--- config.mk ---
export PLATFORM = sky130hd
export DESIGN_NAME = psvp_root_cell
export DESIGN_NICKNAME = d
export VERILOG_FILES = /design/src/rtl/psvp_pkg.sv /design/src/rtl/psvp_root_cell.sv
export SDC_FILE = /design/constraint.sdc
export NUM_CORES = 1
export LEC_CHECK = 0
export BUFFER_PORTS_ARGS = -buffer_cell sky130_fd_sc_hd__buf_4
export CORE_ASPECT_RATIO = 1.5
export CORE_UTILIZATION = 39
export CTS_CLUSTER_SIZE = 12
export DETAILED_ROUTE_END_ITERATION = 8
export PLACE_DENSITY = 0.63
export SYNTH_ARGS = -nofsm -noshare
export SYNTH_HDL_FRONTEND = slang
export SYNTH_SLANG_ARGS = --single-unit
--- constraint.sdc ---
create_clock -name clock -period 15.9 [get_ports clock]
set_clock_uncertainty 0.1 [all_clocks]
set_input_delay 3.18 -clock clock [delete_from_list [all_inputs] [get_ports clock]]
set_output_delay 3.18 -clock clock [all_outputs]
set_load 0.05 [all_outputs]
--- src/rtl/psvp_pkg.sv ---
// ============================================================================
// psvp_pkg : shared widths and types for positional sound volume and pan
// Constants, pipeline word layout and cell interface types.
// ============================================================================
`default_nettype none
package psvp_pkg;
   localparam int CoordW = 16;
   localparam int DiffW  = CoordW + 1;
   localparam int SqW    = 2 * DiffW + 1;
   localparam int RootW  = (SqW + 1) / 2;
   localparam int ProdW  = 2 * CoordW + 3;
   localparam int NumW   = ProdW + 2;
   localparam int MagW   = NumW - 1;
   localparam int PanStg = 7;
   localparam int VolNear = 700;
   localparam int VolDiv  = 12;
   // floor(x/12) as (x * 2731) >> 15, exact for x below 8192
   localparam int VolRecip   = 2731;
   localparam int VolShift   = 15;
   // distance past the knee where the volume reaches its floor (239 * 12)
   localparam int VolFarOver = 2868;
   localparam logic [7:0] VolMax = 8'hFF;
   localparam logic [7:0] VolMin = 8'h10;

   // Word carried along the root chain.
   typedef struct packed {
      logic              valid;
      logic [15:0]       voice_id;
      logic              play;
      logic [RootW-1:0]  probe;
      logic [RootW-1:0]  dist_root;
      logic [RootW-1:0]  ref_root;
      logic [SqW-1:0]    dist_sq;
      logic [SqW-1:0]    ref_sq;
      logic signed [NumW-1:0] num;
   } root_word_type;

   // Word carried along the pan division chain.
   typedef struct packed {
      logic              valid;
      logic [15:0]       voice_id;
      logic              play;
      logic [7:0]        volume;
      logic              negative;
      logic              zero_ref;
      logic [MagW-1:0]   mag;
      logic [MagW-1:0]   div;
      logic [PanStg-1:0] quot;
   } pan_word_type;
endpackage
`default_nettype wire

--- src/rtl/psvp_root_cell.sv ---
// ============================================================================
// psvp_root_cell : one bit of two parallel integer square roots
// Tries the probe bit for both roots: accepts if (root|bit)^2 <= square.
// ============================================================================
`default_nettype none
module psvp_root_cell
   import psvp_pkg::*;
(
   input  wire logic          clock,
   input  wire logic          reset,
   input  root_word_type      word_in,
   output root_word_type      word_out
);
   root_word_type word_ff, word_in_c;
   logic [RootW-1:0] try_d, try_r;
   logic [2*RootW-1:0] sq_d, sq_r;

   always_comb begin
      word_in_c = word_in;
      try_d = word_in.dist_root | word_in.probe;
      try_r = word_in.ref_root  | word_in.probe;
      sq_d  = try_d * try_d;
      sq_r  = try_r * try_r;
      if (sq_d <= (2*RootW)'(word_in.dist_sq)) word_in_c.dist_root = try_d;
      if (sq_r <= (2*RootW)'(word_in.ref_sq))  word_in_c.ref_root  = try_r;
      word_in_c.probe = word_in.probe >> 1;
   end

   always_ff @(posedge clock) begin
      if (reset) word_ff.valid <= 1'b0;
      else       word_ff.valid <= word_in_c.valid;
      word_ff.voice_id  <= word_in_c.voice_id;
      word_ff.play      <= word_in_c.play;
      word_ff.probe     <= word_in_c.probe;
      word_ff.dist_root <= word_in_c.dist_root;
      word_ff.ref_root  <= word_in_c.ref_root;
      word_ff.dist_sq   <= word_in_c.dist_sq;
      word_ff.ref_sq    <= word_in_c.ref_sq;
      word_ff.num       <= word_in_c.num;
   end
   assign word_out = word_ff;
endmodule
`default_nettype wire

Word-level counts from Yosys, hierarchy flattened
Cells that the tools add are included.

Bits in registers: 178. Output and inout bits: 179.

$mul: 2. $lt $le $gt $ge: 2. Mux-type cells: 2. Bitwise operators: 2.

Operators with widths (number): less-or-equal comparator 36 x 35 -> 1 bit (2); multiplier 18 x 18 -> 36 bit (2); two-way mux 18 bit (2); OR 18 bit (2).

Longest topological paths before layout
Word-level depth: 4. Depth in mapped cells: 40. Depth with buffers taken out: 36.

Least setup slack after synthesis
Ideal clock, no wire load.

Path kind: input to register. Start point: input word_in[143] (netlist name). End point: register word_ff (netlist bit word_out[132]). Library setup time: 58 ps. Arrival time: 11219 ps. Setup slack: 4523 ps. Stages on the path: 37. Path buffers: 4. Cell sequence: or2_2 clkbuf_1 inv_1 buf_1 nor2_1 fa_1 inv_1 fa_1 inv_1 fa_1 fa_1 fa_1 inv_1 fa_1 inv_1 ha_1 a211o_1 a211o_1 nor4b_1 a21oi_1 o31a_1 nor2b_1 a21oi_1 a31oi_1 xnor2_1 ha_1 a21o_1 a21o_1 a21oi_1 nor2b_1 o21ai_0 nand2b_1 a221oi_1 a41o_1 clkbuf_1 clkbuf_1 a31o_2.

RTL lines: start, declared (RTL line psvp_root_cell.sv:11) `input root_word_type word_in,`; end, declared (RTL line psvp_root_cell.sv:14) `root_word_type word_ff, word_in_c;`.

==> results.ini <==
[route]
wirelength_mm = 64.6
dr.pass1.iters = 5
via_count = 17793
wire_per_inst_microns = 17.7
viasPerCell = 4.87
drc = 0
drt_iter0_markers = 703
ant_nets = 0

[die]
rows = 109
die_h_microns = 302
die_w_microns = 202
core-area_sq_um = 59100
dieArea_sq_um = 60800
start_util_pct = 39.5
boundaryPins = 360

[layout]
drive_above_1_share_pct = 16.6
final_common_cell = inv_1
area_growth_pct = 18.0
final_cell_mix = 703 x inv_1, 434 x fa_1, 380 x buf_4
num_antenna_cells = 0
fin_util_pct = 46.6
final-instance-count-excl-fill = 3655
seq_area_sq_um = 3560
multi_input_area_sq_um = 16900
fillers = 5630
largest_reg_flops = 178
nNetsFinal = 3764

[global_route]
grt_antenna_before_repair = 2
grt_pass1_wl_mm = 104
gr-usage-all-layers_pct = 22.3
grt_pass1_vias = 19924
grt_max_degree = 19
grt_overflow = 0

[logic_synthesis]
synth_flop_cell = dfxtp_1
syn_area_sq_um = 23300
ys_warn_count = 0
syn_area_per_cell_sq_um = 9.28
netlist_instances = 2514
syn-num-nets = 3413
yosysUniqueCellTypes = 64
yosys_register_bits = 178
synth_edf_count = 0
yosysSeqAreaShare_pct = 15.3
async_flop_share_pct = 0

[clocking]
cts_setup_buffers = 0
cts.clk_slew.worst_paths_ns = 0.09
hold_buffers = 0
cts_tree = yes
cts_max_path_buffers = 2
cts-resized-gates = 0
cts_max_level = 4
cts_made_buffers = 17
clock-root-buffer = clkbuf_16
clock_sinks = 178

[worst_setup_path]
crit_start = word_in[152]
cp_slowest_cell = nor4_1
cp.required_ns = 16.18
worstPathMaxFanout = 14
worst_setup_path_start_kind = primary input
crit_cells = 31
path_buf_inv = 6
worst_ep_arrival_time_ns = 12.97
cpPeakStageDelay_ns = 0.81
cp-endpoint = word_out[136]
critPathKind = in -> reg
cp-end-kind = flip-flop
crit_family = adder cells
path_common_cell = fa_1

[sta]
hold_violations = 0
period_needed_ns = 12.69
slew_headroom_pct = 23.0
fin_crit_sh_pct = 79.8
fin_setup_tns_ns = 0
tightest_slew_ns = 1.15
fmax_mhz = 78.8
maxSlewViolCount = 0
rsz0062_at_grt = no
finalSetupViolCount = 0

[placement]
gp_congestion = 0.925
dp_cells = 3623
place_hpwl_mm = 55.9
io_buffers = 358

[run]
max_cap_violations = 0

[status]
status = finished, final reports clean

[min_path]
hold_path_class = in -> reg

[cell usage after synthesis (18+ instances only)]
library cell,number,share of area (%)
or2_2,25,0.67
xnor2_1,53,2.0
dfxtp_1,178,15
xor2_1,18,0.68
nor2_1,239,3.8
a21o_1,48,1.5
ha_1,284,15
nand2_1,175,2.8
inv_1,703,11
fa_1,434,37
o21ai_0,37,0.79
clkbuf_1,43,0.69
a21oi_1,71,1.5
a31o_2,29,1.1
[final cells by class]
class                           count  share of cell area, %
Timing Repair Buffer              380                   10.4
Clock buffer                       17                   1.55
Sequential cell                   178                   12.9
Inverter                          720                   9.82
Tap cell                          777                   3.53
Multi-Input combinational cell   1568                   61.3
Clock inverter                     15                  0.500
[metrics by stage]
step	setup WS, ns	area (sq um)	hold slack [ns]
after CTS	3.13	27500	2.64
after global routing	2.79	27500	2.65
after global placement	2.82	27000	3.18
after floorplan	4.52	23300	3.11
final	3.21	27500	2.68
after detailed placement	2.63	27000	3.19
[per-layer routing]
metal | vias to the layer above | track usage, % | routed length, microns
met4 | 0 | 11.6 | 3230
met3 | 153 | 3.41 | 3120
li1 | 8267 | - | -
met5 | - | 0 | 0
met1 | 8772 | 22.7 | 22800
met2 | 601 | 43.3 | 35400
[how the worst min path moves through the flow]
stage / from / endpoint / cells after the start
2_1_floorplan: word_in[0] / word_out[0] / 0
3_3_place_gp: word_in[30] / word_out[30] / 1
3_5_place_dp: word_in[34] / word_out[34] / 1
4_1_cts: word_in[161] / word_out[161] / 1
5_1_grt: word_in[161] / word_out[161] / 1
6_report: word_in[92] / word_out[92] / 1
[cell families after synthesis]
family | share of synthesized area [%]
AOI/OAI and AO/OA | 7.73
xor gates and xnor gates | 2.73
adders and majority gates | 52.5
buffers and inverters | 12.4
DFF | 15.3
muxes | 0.0858
other | 0.0161
and+or+nand+nor | 9.27
Power is left out: the tool's default activity adds up to more than one toggle a clock period on the data nets, which glitch-free logic cannot reach.
