### config.mk
export PLATFORM = sky130hd
export DESIGN_NAME = psvp_div_cell
export DESIGN_NICKNAME = d
export VERILOG_FILES = /design/src/rtl/psvp_pkg.sv /design/src/rtl/psvp_div_cell.sv
export SDC_FILE = /design/constraint.sdc
export NUM_CORES = 1
export LEC_CHECK = 0
export ABC_AREA = 1
export BUFFER_PORTS_ARGS = -buffer_cell sky130_fd_sc_hd__buf_2
export CORE_MARGIN = 2
export CORE_UTILIZATION = 54
export CTS_CLUSTER_SIZE = 12
export DETAILED_ROUTE_END_ITERATION = 6
export PLACE_DENSITY_LB_ADDON = 0.05
export SYNTH_ARGS = -nofsm -noshare
export SYNTH_HDL_FRONTEND = slang
export SYNTH_SLANG_ARGS = --single-unit
### constraint.sdc
create_clock -name clock -period 3.81 [get_ports clock]
set_clock_uncertainty 0.05 [all_clocks]
set_input_delay 0.762 -clock clock [delete_from_list [all_inputs] [get_ports clock]]
set_output_delay 0.762 -clock clock [all_outputs]
set_load 0.005 [all_outputs]
### src/rtl/psvp_pkg.sv
// ============================================================================
// psvp_pkg : shared widths and types for positional sound volume and pan
// Constants, pipeline word layout and cell interface types.
// ============================================================================
`default_nettype none
package psvp_pkg;
   localparam int CoordW = 16;
   localparam int DiffW  = CoordW + 1;
   localparam int SqW    = 2 * DiffW + 1;
   localparam int RootW  = (SqW + 1) / 2;
   localparam int ProdW  = 2 * CoordW + 3;
   localparam int NumW   = ProdW + 2;
   localparam int MagW   = NumW - 1;
   localparam int PanStg = 7;
   localparam int VolNear = 700;
   localparam int VolDiv  = 12;
   // floor(x/12) as (x * 2731) >> 15, exact for x below 8192
   localparam int VolRecip   = 2731;
   localparam int VolShift   = 15;
   // distance past the knee where the volume reaches its floor (239 * 12)
   localparam int VolFarOver = 2868;
   localparam logic [7:0] VolMax = 8'hFF;
   localparam logic [7:0] VolMin = 8'h10;

   // Word carried along the root chain.
   typedef struct packed {
      logic              valid;
      logic [15:0]       voice_id;
      logic              play;
      logic [RootW-1:0]  probe;
      logic [RootW-1:0]  dist_root;
      logic [RootW-1:0]  ref_root;
      logic [SqW-1:0]    dist_sq;
      logic [SqW-1:0]    ref_sq;
      logic signed [NumW-1:0] num;
   } root_word_type;

   // Word carried along the pan division chain.
   typedef struct packed {
      logic              valid;
      logic [15:0]       voice_id;
      logic              play;
      logic [7:0]        volume;
      logic              negative;
      logic              zero_ref;
      logic [MagW-1:0]   mag;
      logic [MagW-1:0]   div;
      logic [PanStg-1:0] quot;
   } pan_word_type;
endpackage
`default_nettype wire

### src/rtl/psvp_div_cell.sv
// ============================================================================
// psvp_div_cell : one quotient bit of |num| / (16*dd)
// Restoring division step on the pan chain.
// ============================================================================
`default_nettype none
module psvp_div_cell
   import psvp_pkg::*;
(
   input  wire logic      clock,
   input  wire logic      reset,
   input  pan_word_type   word_in,
   output pan_word_type   word_out
);
   pan_word_type word_ff, word_in_c;

   // divisor arrives pre-shifted for this bit and leaves shifted for the next
   always_comb begin
      word_in_c = word_in;
      if (word_in.mag >= word_in.div) begin
         word_in_c.mag  = word_in.mag - word_in.div;
         word_in_c.quot = {word_in.quot[PanStg-2:0], 1'b1};
      end else begin
         word_in_c.quot = {word_in.quot[PanStg-2:0], 1'b0};
      end
      word_in_c.div = word_in.div >> 1;
   end

   always_ff @(posedge clock) begin
      if (reset) word_ff.valid <= 1'b0;
      else       word_ff.valid <= word_in_c.valid;
      word_ff.voice_id <= word_in_c.voice_id;
      word_ff.play     <= word_in_c.play;
      word_ff.volume   <= word_in_c.volume;
      word_ff.negative <= word_in_c.negative;
      word_ff.zero_ref <= word_in_c.zero_ref;
      word_ff.mag      <= word_in_c.mag;
      word_ff.div      <= word_in_c.div;
      word_ff.quot     <= word_in_c.quot;
   end
   assign word_out = word_ff;
endmodule
`default_nettype wire

## Yosys cells after proc, flatten, opt, wreduce, memory -nomap -nowiden

Cells that the tools add are included.
Widths: inputs -> output; s select.

| storage, ports and cells | value |
|---|---|
| flip-flop bits (word level) | 106 |
| input bits | 109 |
| output and inout bits | 107 |

| operators by class | value |
|---|---|
| add/sub/neg operators | 1 |
| order comparisons | 1 |
| mux-type cells | 2 |

Operators with widths:

| operator | number |
|---|---|
| $ge 36x36->1 | 1 |
| $mux 36 | 1 |
| $sub 36x36->36 | 1 |
| $mux 1 | 1 |

## Depth between registers and ports, before layout

Gate-level depths: netlist (run 1).

| depth | value |
|---|---|
| depth in word-level cells | 2 |
| mapped depth | 16 |
| gate-level depth less buffers | 15 |

## Least setup slack after synthesis (run 1)

OpenSTA, ideal clock, no wires.

| timing | value |
|---|---|
| path kind | input to register |
| start point | input port word_in[43] in the netlist's numbering |
| end point | register word_ff, in the netlist word_out[68] |
| library setup time | 0.113 ns |
| arrival time | 2.247 ns |
| data required time | 3.647 ns |
| setup slack | 1.400 ns |
| stages on the path | 12 |
| buffers on the path | 1 |
| cell sequence | inv_1 -> ha_1 -> fa_1 -> inv_1 -> nand3_1 -> nand3_1 -> nand2_1 -> nand3_2 -> nand4_4 -> buf_6 -> nand3_2 -> nand2_1 |

RTL lines:

| what | RTL line | text |
|---|---|---|
| start: declaration | psvp_div_cell.sv:11 | `input pan_word_type word_in,` |
| end: declaration | psvp_div_cell.sv:14 | `pan_word_type word_ff, word_in_c;` |

==> impl_metrics.toml, run 1 <==
[run_status]
status = "completed"

[clocking]
clk_pin_slew_ps = 110
clockBufferDepth = 2
cts_sinks = 106
htree_levels = 3
cts_tree = "done"
hold_buffers = 0
post_cts_resized = 0
cts_setup_buffers = 0
cts_buffers = 9
root_buffer = "clkbuf_8"

[critical_path]
crit_path_top_delay_cell = "fa_1"
path_cells = "buf_2, ha_1, fa_1, inv_1, nand3_1, nand3_1, nand2_1, nand2_1, nand2_1, nand2_1, nand2_1, nand2_1, nand2_1, nand3_1, nand2_1"
start_kind = "input port"
worstSetupEndpointType = "flip-flop"
path_buf_inv = 2
cpLargestDelayFamily = "simple AND/OR/NAND/NOR gates"
crit_top_cell = "nand2_1"
crit_arrival_ps = 2790
worstPathMaxFanout = 5
cpPeakStageDelay_ps = 420
cp.required_ps = 4050
path_class = "in2reg"

[yosys]
synth_top_area_cell = "dfxtp_1"
syn_area_mm2 = 0.00575
synth_cell_types = 31
synth_nets = 963
synth-edff-count = 0
ys_ff_latch = 106
synth_cells = 817
ys.flop_type = "dfxtp_1"
netlist_top_cells_area = "dfxtp_1, nand2_1, inv_1, ha_1, nand3_2"
ys_seq_area_share_pct = 36.9
syn_avg_cell_area_um2 = 7.04
synth_top_area_share_pct = 36.9
yosysWarnings = 0
ys_async_sr_fraction_pct = 0

[timing]
min_period_ps = 2550
final_hold_viol_count = 0
grt_setup_unrepaired = "false"
setup_viol = 0
period_share_pct = 66.9
slew_viol_final = 0
tightest_slew_ps = 544
max_freq_ghz = 0.392
slew-limit-headroom_pct = 63.7
finalSetupTns_ps = 0

[cells_and_area]
largest_reg_flops = 106
fillers = 1002
antenna_cells = 0
nets = 1180
fin_cells = 1175
area_delta_synth_final_pct = 23.6
layout-drive-gt1-share_pct = 27.6

[floorplanning]
die_h_um = 107
dieArea_mm2 = 0.0115
coreArea_mm2 = 0.0103
rows = 37
ios = 216
initial_core_util_pct = 55.7
die-width_um = 107

[route]
drtPass1Iterations = 5
num_vias = 5575
ant_nets = 0
vias_per_cell = 4.74
drt_iter0_markers = 262
routedWlPerCell_um = 12.8
drc_errors = 0
routed_wl_um = 15000

[power]
peakVddDrop_uv = 241
power_w = 0.00269
p_leak_nw = 4.14
cellPowerDensity_mw_per_mm2 = 378

[placed_design]
dp_cells = 1159
io_buffers = 213
gp_congestion = 0.950
dp_hpwl_um = 12200

[global_route]
grt_usage_pct = 26.6
antenna_found_initial = 0
grt_pass1_wl_um = 24400
grt_max_degree = 35
grt_pass1_vias = 5234
overflow = 0

[min_path]
hold_path_class = "in2reg"

[flow_run]
drv_cap = 0
final cells by class:
type                    instances  area, µm²  area share, %
multi-input cells             558       2990           42.0
flip-flops and latches        106       2120           29.8
clock inverters                 6       65.1          0.915
well taps                     136        170           2.39
inverters                     141        529           7.44
repair buffers                218       1100           15.5
clock buffers                  10        138           1.93
through the flow:
stage / cell area, µm² / util (%) / hold slack, ps / setup WS [ps]
6_report: 7110 / 68.9 / 421 / 1260
5_1_grt: 7110 / 68.9 / 407 / 1140
4_1_cts: 7110 / 68.9 / 413 / 1310
3_5_place_dp: 6910 / 66.9 / 816 / 896
3_3_place_gp: 6910 / 66.9 / 814 / 907
2_1_floorplan: 5750 / - / 740 / 1400
synth_stat cells (6+ instances only):
master,instances
nand2_1,285
inv_1,139
dfxtp_1,106
nor2_1,59
nand3_1,43
ha_1,36
nand3_2,31
a21oi_1,26
xor2_1,18
nand3b_1,10
o21ai_0,10
nand2_2,8
buf_6,7
nor3_1,7
nor2_2,6
placed cells by master (no fill, tap or decap), drive strengths merged, types with 5 or more instances in the layout:
cell and instances:
a21oi 27, nand4 5, nor3 7, nand3 74
buf 218, clkbuf 10, nand2 293, inv 144
nand3b 10, nor2 69, dfxtp 106, ha 36
xor2 18, o21ai 10
worst paths after layout:
path        start            to  slack [ps]  cells past startpoint
min   word_in[88]  word_out[88]         420                      1
max    word_in[7]  word_out[73]        1260                     15
kinds of logic after synthesis:
logic type               share of synthesized area, %
adder cells (fa/ha/maj)                          8.18
other                                          0.0652
buffers and inverters                            11.2
XOR/XNOR                                         2.89
AO/OA/AOI/OAI                                    4.05
AND/OR/NAND/NOR                                  36.7
flip-flops                                       36.9
report_power, final:
group	internal [W]	switching [W]	leakage (nW)
registers	0.00122	0.0000221	0.894
clock network	0.000276	0.000422	0.104
logic	0.000299	0.000448	3.14
total	0.00179	0.000892	4.14
per-layer routing:
layer / vias to the layer above / part of all wire, % / global-route usage (%)
met5: - / 0.27 / 2.86
met4: 2 / 1.8 / 8.53
met3: 19 / 7.0 / 3.59
met2: 186 / 46 / 44.9
met1: 2435 / 45 / 34.8
li1: 2933 / - / -
Power figures use the tool's default switching activity.
==> inputs of run 2 (changes only) <==
--- a/config.mk
+++ b/config.mk
@@ -8,7 +8,7 @@
 export ABC_AREA = 1
 export BUFFER_PORTS_ARGS = -buffer_cell sky130_fd_sc_hd__buf_2
 export CORE_MARGIN = 2
-export CORE_UTILIZATION = 54
+export CORE_UTILIZATION = 45
 export CTS_CLUSTER_SIZE = 12
 export DETAILED_ROUTE_END_ITERATION = 6
 export PLACE_DENSITY_LB_ADDON = 0.05
==> constraint.sdc (replaced) <==
create_clock -name clock -period 2.2 [get_ports clock]
set_clock_uncertainty 0.05 [all_clocks]
set_input_delay 0.44 -clock clock [delete_from_list [all_inputs] [get_ports clock]]
set_output_delay 0.44 -clock clock [all_outputs]
set_load 0.005 [all_outputs]
==> run 2 against run 1 <==
Sequential power is 73% higher. Flip-flop and latch count stayed put. Routed wire length is 5.7% higher. Global-route usage is 3.1 points lower. Sequential share of layout area is 3.7 points lower. Critical endpoint is now word_out[78].
==> impl_metrics.toml, run 2 (synthesis gave the netlist of run 1 again) <==
[cells_and_area]
finalInstanceArea_mm2 = 0.00813
antenna_cells = 0
layout-drive-gt1-share_pct = 34.7
final_common_cell = "nand2_1"
area_delta_synth_final_pct = 41.3
nets = 1288
final_cell_mix = "nand2_1, buf_2, inv_1"
final_util_pct = 64.7
largest_reg_flops = 106

[clocking]
cts_tree = "done"
hold_buffers = 0
htree_levels = 3
cts_sinks = 106
clockBufferDepth = 2
cts_buffers = 9
root_buffer = "clkbuf_16"
clk_pin_slew_ps = 70

[timing]
slew_viol_final = 0
setup_viol = 0
grt_setup_unrepaired = "false"
max_freq_ghz = 0.499
min_period_ps = 2000
final_hold_viol_count = 0
period_share_pct = 91.1

[route]
routed_wl_um = 15900
vias_per_cell = 4.46
drt_iter0_markers = 213
drtPass1Iterations = 6
routedWlPerCell_um = 12.0
drc_errors = 0
ant_nets = 0
num_vias = 5877

[global_route]
antenna_found_initial = 0
grt_pass1_vias = 5357
overflow = 0
grt_usage_pct = 23.5
grt_max_degree = 40
grt_pass1_wl_um = 24700

[power]
p_leak_nw = 4.73
cellPowerDensity_mw_per_mm2 = 649
peakVddDrop_uv = 451

[critical_path]
worstSetupEndpointType = "flip-flop"
crit_arrival_ps = 2210
path_class = "in2reg"
worstPathMaxFanout = 21
cp.required_ps = 2410
start_kind = "input port"

[floorplanning]
die-width_um = 117
dieArea_mm2 = 0.0137
initial_core_util_pct = 45.8
coreArea_mm2 = 0.0126
die_h_um = 117
rows = 41
ios = 216

[placed_design]
gp_congestion = 0.933
io_buffers = 213
dp_hpwl_um = 13200
place_area_mm2 = 0.00783

[run_status]
status = "completed"

[flow_run]
drv_cap = 0

[min_path]
hold_path_class = "in2reg"
## run 2: metal layers
metal / share of wire [%] / up-vias / GRT usage (%)
met1: 47 / 2544 / 30.5
met5: 0 / - / 0
met4: 0.84 / 0 / 4.47
met2: 46 / 174 / 39.8
met3: 6.1 / 9 / 5.97
li1: - / 3150 / -
## run 2: area by class of cell
class	count	area [µm²]
timing repair buffer	326	1980
inverter	141	529
fill	1193	4440
clock buffer	10	229
tap	172	215
sequential	106	2120
clock inverter	6	57.6
multi-input combinational	558	3000
## run 2: worst paths after layout
kind,from,endpoint,slack (ps),depth (start not counted)
worst max-delay path,word_in[43],word_out[78],200,14
worst min-delay path,word_in[98],word_out[98],130,1
## run 2: where the power goes
part,leakage [nW],total (W),switching [W],internal [W]
Clock,0.141,0.00156,0.000767,0.000796
Combinational,3.69,0.00156,0.000827,0.000737
Sequential,0.894,0.00215,0.0000403,0.00211
## run 2: what timing repair did
item	4_1_cts	5_1_grt
setup buffers	0	0
resized for setup	0	4
endpoints found under the setup margin	0	11
## run 2: worst max-delay path, cell delays in order
cell and delay, ps:
buf_2 80, inv_1 40, ha_1 200, fa_1 410, inv_1 100, nand3_1 80, nand3_2 110, buf_4 120
nand2_1 60, nand3_2 110, nand4_4 110, buf_12 210, nand3_1 90, nand2_1 50
## run 2: metrics by stage
step | hold slack [ps] | cells | power [W] | setup slack [ps] | TNS (ps)
after floorplan | 418 | 817 | 0.00301 | 112 | 0
after global placement | 492 | 1303 | 0.00374 | -231 | -5900
after detailed placement | 494 | 1303 | 0.00376 | -280 | -7440
after CTS | 118 | 1319 | 0.00533 | 105 | 0
after global routing | 107 | 1319 | 0.00563 | 32.1 | 0
final | 127 | 1319 | 0.00528 | 197 | 0
==> inputs of run 3 (changes only) <==
--- a/config.mk
+++ b/config.mk
@@ -6,7 +6,7 @@
 export NUM_CORES = 1
 export LEC_CHECK = 0
 export ABC_AREA = 1
-export BUFFER_PORTS_ARGS = -buffer_cell sky130_fd_sc_hd__buf_2
+export BUFFER_PORTS_ARGS = -buffer_cell sky130_fd_sc_hd__buf_4
 export CORE_MARGIN = 2
 export CORE_UTILIZATION = 45
 export CTS_CLUSTER_SIZE = 12
==> run 3 against run 2 <==
Worst hold slack better by 1.3 ps. Via count up 4.5%. Core utilization up 6.7 points. Clock power up 6%. Critical endpoint is now word_out[73]. Largest power group unchanged. Highest routed layer unchanged. Combinational power up 17%. Power up 7.0%.
==> impl_metrics.toml, run 3 (synthesis gave the netlist of run 1 again) <==
[route]
routedWlPerCell_um = 13.0
vias_per_cell = 4.54
drtPass1Iterations = 5
drt_iter0_markers = 326
ant_nets = 0
num_vias = 6143
drc_errors = 0
routed_wl_um = 17500

[floorplanning]
initial_core_util_pct = 45.8
rows = 41
ios = 216
die-width_um = 117
coreArea_mm2 = 0.0126
dieArea_mm2 = 0.0137
die_h_um = 117

[power]
cellPowerDensity_mw_per_mm2 = 630
power_w = 0.00565
peakVddDrop_uv = 376
p_leak_nw = 5.08

[clocking]
root_buffer = "clkbuf_16"
cts_tree = "done"
clk_pin_slew_ps = 70
htree_levels = 3
hold_buffers = 0
cts_buffers = 9
clockBufferDepth = 2
cts_sinks = 106

[timing]
period_share_pct = 92.8
slew-limit-headroom_pct = 65.1
tightest_slew_ps = 523
grt_setup_unrepaired = "false"
slew_viol_final = 0
min_period_ps = 2040
setup_viol = 0
final_hold_viol_count = 0
max_freq_ghz = 0.490

[placed_design]
io_buffers = 213
dp_hpwl_um = 14000
place_area_mm2 = 0.00855
gp_congestion = 0.944

[cells_and_area]
area_delta_synth_final_pct = 55.9
largest_reg_flops = 106
antenna_cells = 0
final_util_pct = 71.4
final_common_cell = "buf_4"
final_cell_mix = "buf_4, nand2_1, inv_1"
layout-drive-gt1-share_pct = 36.8
nets = 1322
finalInstanceArea_mm2 = 0.00897

[global_route]
antenna_found_initial = 0
grt_pass1_wl_um = 27000
grt_max_degree = 23
overflow = 0
grt_usage_pct = 25.5
grt_pass1_vias = 5751

[critical_path]
cp.required_ps = 2410
worstSetupEndpointType = "flip-flop"
path_class = "in2reg"
worstPathMaxFanout = 5
crit_arrival_ps = 2250
start_kind = "input port"
cp-startpoint = "word_in[7]"

[run_status]
status = "completed"

[min_path]
hold_path_class = "in2reg"
hold_start = "word_in[81]"
hold_depth = 1
hold_end = "word_out[81]"

[flow_run]
drv_cap = 0
run 3: worst max-delay path, stage by stage:
cell and delay [ps]:
buf_4 110, ha_1 220, fa_2 370, inv_1 90, nand3_1 80, nand3_2 120
nand2_1 70, nand2_1 110, nand2_1 60, nand2_1 120, buf_4 130, nand2_1 80
nand2_1 80, nand2_1 40, nand3_1 80, nand2_1 50
run 3: what timing repair did:
item	4_1_cts	5_1_grt
gates resized for setup	1	9
endpoints found under the hold margin	0	0
cloned	1	0
pin swaps	0	2
endpoints found under the setup margin	34	36
setup buffers	0	4
run 3: area by class of cell:
type                    instances  area, µm²
flip-flops and latches        106       2120
clock inverters                 6       76.3
clock buffers                   9        225
inverters                     141        529
fillers                      1106       3600
repair buffers                359       2780
multi-input cells             559       3020
well taps                     172        215
run 3: metal layers:
layer	part of all wire [%]	global-route usage [%]
met5	0	0
met4	1.9	8.86
met3	7.7	5.10
met2	46	42.5
met1	44	33.1
run 3: metrics by stage:
stage | setup slack (ps) | std cells | TNS, ps | hold slack [ps]
after global routing | 25.6 | 1352 | 0 | 115
after detailed placement | -634 | 1332 | -20050 | 496
after CTS | 2.58 | 1348 | 0 | 122
final | 159 | 1352 | 0 | 129
after floorplan | 112 | 817 | 0 | 418
after global placement | -566 | 1332 | -18280 | 494
run 3: how the worst max path moves through the flow:
| stage | endpoint | slack, ps | depth (start not counted) |
|---|---|---|---|
| final | word_out[73] | 160 | 16 |
| after global routing | word_out[68] | 30 | 14 |
| after CTS | word_out[75] | 3 | 15 |
| after detailed placement | word_out[66] | -630 | 14 |
| after global placement | word_out[66] | -570 | 12 |
| after floorplan | word_out[68] | 110 | 12 |
run 3: where the power goes:
| group | switching [W] | internal [W] |
|---|---|---|
| Clock | 0.000761 | 0.000894 |
| Combinational | 0.000878 | 0.000951 |
| Sequential | 0.0000509 | 0.00211 |
| Total | 0.00169 | 0.00396 |
